<file path="config.mk">
export PLATFORM = sky130hd
export DESIGN_NAME = rge_ram
export DESIGN_NICKNAME = d
export VERILOG_FILES = /design/src/rtl/core/rectangle_group_extractor_macros.svh /design/src/rtl/core/rge_ram.sv
export SDC_FILE = /design/constraint.sdc
export NUM_CORES = 2
export LEC_CHECK = 0
export BUFFER_PORTS_ARGS = -buffer_cell sky130_fd_sc_hd__buf_2
export CAP_MARGIN = 0
export CORE_MARGIN = 2
export CORE_UTILIZATION = 45
export CTS_CLUSTER_SIZE = 12
export DETAILED_ROUTE_END_ITERATION = 8
export GPL_TIMING_DRIVEN = 0
export PLACE_DENSITY = 0.6
export SYNTH_ARGS = -nofsm -noshare
export SYNTH_HDL_FRONTEND = slang
export SYNTH_SLANG_ARGS = --single-unit
</file>
<file path="constraint.sdc">
create_clock -name clk -period 6.8 [get_ports clk]
set_clock_uncertainty 0.2 [all_clocks]
set_input_delay 0.68 -clock clk [delete_from_list [all_inputs] [get_ports clk]]
set_output_delay 0.68 -clock clk [all_outputs]
set_load 0.02 [all_outputs]
</file>
<file path="src/rtl/core/rectangle_group_extractor_macros.svh">
// Assertion macros shared by the rectangle group extractor RTL.
`ifndef RECTANGLE_GROUP_EXTRACTOR_MACROS_SVH
`define RECTANGLE_GROUP_EXTRACTOR_MACROS_SVH
`ifndef ASSERT_OFF
// Same-cycle implication, sampled on clk, masked during reset.
`define RGE_ASSERT_IMP(lbl, ante, cons, msg) \
  lbl: assert property (@(posedge clk) disable iff (!rst_n) (ante) |-> (cons)) \
    else $error(msg);
// Next-cycle implication, sampled on clk, masked during reset.
`define RGE_ASSERT_NXT(lbl, ante, cons, msg) \
  lbl: assert property (@(posedge clk) disable iff (!rst_n) (ante) |=> (cons)) \
    else $error(msg);
`else
`define RGE_ASSERT_IMP(lbl, ante, cons, msg)
`define RGE_ASSERT_NXT(lbl, ante, cons, msg)
`endif
`endif

</file>
<file path="src/rtl/core/rge_ram.sv">
// Generic single-write, single-read RAM with registered read data.
module rge_ram #(
  parameter int WIDTH = 8,
  parameter int DEPTH = 512
) (
  input  logic                     clk,
  input  logic                     we,
  input  logic [$clog2(DEPTH)-1:0] waddr,
  input  logic [WIDTH-1:0]         wdata,
  input  logic [$clog2(DEPTH)-1:0] raddr,
  output logic [WIDTH-1:0]         rdata
);

  logic [WIDTH-1:0] mem_r [DEPTH];
  logic [WIDTH-1:0] rdata_r;

  // read returns the old word on a same-address write
  always_ff @(posedge clk) begin
    if (we) begin
      mem_r[waddr] <= wdata;
    end
    rdata_r <= mem_r[raddr];
  end

  assign rdata = rdata_r;

endmodule

</file>
# == Yosys cells after proc, flatten, opt, wreduce, memory -nomap -nowiden ==
# Memories as Yosys holds them, arrays and structs flattened. A register that Yosys moved wholly into a read port is not among the register bits.
# Cells that the tools add are included.
# Widths: inputs -> output; s select.
# totals
elab_cells,3
mem_count,1
ram_bits,4096
latch_bits,0
romBits,0
in_bits,28
ff_bits,0
out_inout_bits,8
# mem_list
memory,depth,word_bits,read_ports,rd_clocked_by_memory_dff,wr,line,rtl
mem_r,512,8,1,1,1,rge_ram.sv:14,logic [WIDTH-1:0] mem_r [DEPTH];
# op_classes
magnitude_cmp,0
n_div,0
eq_ne,0
bitwise_logic,0
n_addsub,0
mux,2
shifts,0
mul,0
n_reduce_logical,0
# op_table
op,n
$mux 1,2

# == Longest topological paths before layout ==
# logic_depth
depth_word,2
depth_mapped,12
ltp_nobuf,7

# == Worst setup path after synthesis ==
# Ideal clock, no wire load.
# synth_path
path_type,input to register
from,in raddr[0]
to,reg rdata_r[0] (netlist: rdata[0]) (read register of mem_r)
t_arrival_ps,2534
setup_time_ps,118
cell_stages,10
required_time_ps,6482
n_path_buf,4
slack_ps,3948
cell_sequence,buf_4 > buf_12 > buf_12 > buf_2 > mux4_2 > o21ai_0 > nand3_1 > nand4_1 > o21ai_0 > o2111a_1
# synth_lines
item,line,rtl
"start, declared",rge_ram.sv:10,"input logic [$clog2(DEPTH)-1:0] raddr,"
"end, declared",rge_ram.sv:15,logic [WIDTH-1:0] rdata_r;

==> qor.yml <==
sta:
  post-route-period-util_pct: 81.2
  slew_violations: 249
  slew_headroom_pct: -8.35
  fmaxAchievable_mhz: 181
  setup_violations: 0
  tightest_slew_ns: 1.63
  rsz0062_at_grt: "false"
  hold_ws_ns: -0.00571
  setup_tns_ns: 0
  fin_ws_ns: 1.28
  fin_crit_ns: 5.52
  finalHoldViolCount: 5
clock_tree:
  post_cts_buffers: 0
  cts_made_buffers: 423
  cts_resized: 0
  root_buffer: "clkbuf_16"
  clk_latency_ns: 1.04
  path_clk_slew_ns: 0.06
  cts_hold_buf: 5
  cts_tree: "yes"
  cts.sinks: 4104
  ctsHtreeMaxLevel: 5
  clock_path_buffers: 4
power_and_ir_drop:
  leakagePower_nw: 57.2
  p_per_area_nw_per_um2: 294
  ir_drop_v: 0.000223
placement:
  pre_cts_slack_ns: 0.552
  placed_cell_area_um2: 168000
  port_buffers: 31
  dp_hpwl_um: 432000
  finalWeightedCongestion: 1.01
critical_path:
  cp-start-kind: "input pin"
  crit_type: "input pin to flop"
  cp-end-kind: "flop"
  cp_max_fo: 10
  worstPathArrival_ns: 6.21
  reg2reg_depth: 7
  crit_required_ns: 7.49
drt:
  drc: 0
  wl_um: 612000
  ant_nets: 0
  first_pass_iters: 7
  first_iter_violations: 17400
  post_drt_wl_per_cell_um: 44.8
  via_count: 91900
  viasPerCell: 6.72
grt:
  use_met2_pct: 48.6
  busiest_layer: "met2"
  met1_usage_pct: 43.6
  grt_max_degree: 165
  first_global_vias: 86500
  overflow: 0
  grt_antenna_before_repair: 75
  grt_pass1_wl_um: 793000
  grt_usage_pct: 33.6
  met3_usage_pct: 10.7
cells_and_area:
  nets: 8615
  area_delta_synth_final_pct: 13.3
  final_layout_size_suffix_gt1_share_pct: 18.4
  seqCellArea_um2: 123000
  finalInstanceArea_um2: 181000
  post-route-util_pct: 51.3
  fill_cells: 28000
  multi_input_comb_area_um2: 33900
run_status:
  outcome: "finished, violations left"
  violations: "hold timing, capacitance limit, slew limit"
logic_synthesis:
  ys_seq_area_share_pct: 77.0
  yosysUniqueCellTypes: 51
  synth_common_cells: "edfxtp_1 (4,096), mux2i_1 (797), mux4_2 (654)"
  syn_inst: 8030
  yosys-top-cells-area: "edfxtp_1 (77%), mux4_2 (9.2%), mux2i_1 (5.0%), o221ai_1 (2.0%), nor2_1 (1.4%)"
  yosys_warnings: 0
  synth_area_per_cell_um2: 19.9
  synth.most_common_cell: "edfxtp_1"
  ys.flop_type: "edfxtp_1"
  ys_async_sr_fraction_pct: 0
  synth_nets: 8058
  synth_edf_count: 4096
  synth_top_area_share_pct: 76.9
  synth_seq_cells: 4104
  yosys.area.top_type: "edfxtp_1"
  netlist_area_um2: 160000
floorplanning:
  dieArea_um2: 360000
  die_x_um: 600
  num_rows: 218
  io_pins: 36
  die_h_um: 600
  core_um2: 353000
  initial_core_util_pct: 45.3
job:
  cap_violations: 25
worst_hold_path:
  whs_path_depth: 1
  hp-class: "input pin to flop"
## metrics by stage
| step | total power [W] | instances |
|---|---|---|
| global route | 0.0540 | 13600 |
| finish | 0.0532 | 13700 |
| detailed placement | 0.0318 | 12900 |
| global placement | 0.0318 | 12800 |
| CTS | 0.0530 | 13600 |
| floorplan | 0.0297 | 8030 |
## logic make-up (layout without fill, tap and decap cells)
| group | Yosys count | in the layout | share of synthesized area, % |
|---|---|---|---|
| AND/OR/NAND/NOR | 980 | 980 | 2.63 |
| other | 0 | 62 | 0 |
| AO/OA/AOI/OAI | 979 | 979 | 4.31 |
| buffers and inverters | 516 | 1363 | 1.85 |
| flip-flops | 4104 | 4104 | 77.0 |
| multiplexers | 1451 | 1451 | 14.2 |
## layout by cell type (no fill, tap or decap), types with 8 or more instances in the layout
| master | n |
|---|---|
| o221ai_1 | 371 |
| buf_16 | 48 |
| o2111a_1 | 8 |
| a211oi_1 | 17 |
| buf_1 | 19 |
| edfxtp_1 | 4096 |
| a21oi_1 | 194 |
| clkinv_2 | 46 |
| buf_8 | 20 |
| diode_2 | 62 |
| nor2_1 | 596 |
| nand2_1 | 111 |
| o21ai_0 | 111 |
| buf_12 | 42 |
| buf_2 | 104 |
| clkinv_1 | 91 |
| o22ai_1 | 163 |
| and2_1 | 20 |
| nand3_1 | 36 |
| clkbuf_1 | 282 |
| nand4_1 | 32 |
| bufinv_16 | 16 |
| buf_6 | 70 |
| o31ai_1 | 13 |
| mux4_2 | 654 |
| dfxtp_1 | 8 |
| clkbuf_2 | 97 |
| clkbuf_16 | 427 |
| o21ai_1 | 8 |
| nor4_1 | 34 |
| mux2i_1 | 797 |
| a22oi_1 | 61 |
| buf_4 | 72 |
| nor3_1 | 108 |
## final timing paths
path,start,end,slack (ns)
worst max-delay path,raddr[2],rdata[0],1.28
worst min-delay path,wdata[0],mem_r[150][0],-0.006
worst max register to register,mem_r[59][0],rdata[0],2.37
worst min register to register,mem_r[155][2],rdata[2],1.18
## sequential cells by signal (all words and copies together) (netlist names)
name and flops:
rdata 8, mem_r 4096
## critical path, stage by stage
cell and delay, ns:
buf_2 0.26, buf_2 0.38, buf_1 1.14, clkbuf_2 0.92, a21oi_1 0.06, o21ai_0 0.96
nand4_1 0.34, nor4_1 0.87, o2111a_1 0.53
## cell type report
class,count,area share (%)
inverter,3,0.00622
antenna,62,0.0856
tap,4730,3.27
clock buffer,541,6.13
sequential,4104,68.0
buffer,513,1.71
clock inverter,174,0.785
timing repair buffer,132,1.35
multi-input combinational,3410,18.7
## routing by layer
layer / part of all wire, % / routed length [µm]
met3: 13 / 82000
met1: 35 / 216000
met5: 0.022 / 136
met2: 44 / 266000
met4: 7.8 / 47400
## report_power, final
group          total [W]  internal, W  switching (W)  leakage [nW]
Combinational    0.00350     0.000897        0.00261          14.2
Clock             0.0218       0.0120        0.00978          6.10
Sequential        0.0279       0.0279     0.00000935          36.9
Power figures use the tool's default switching activity.
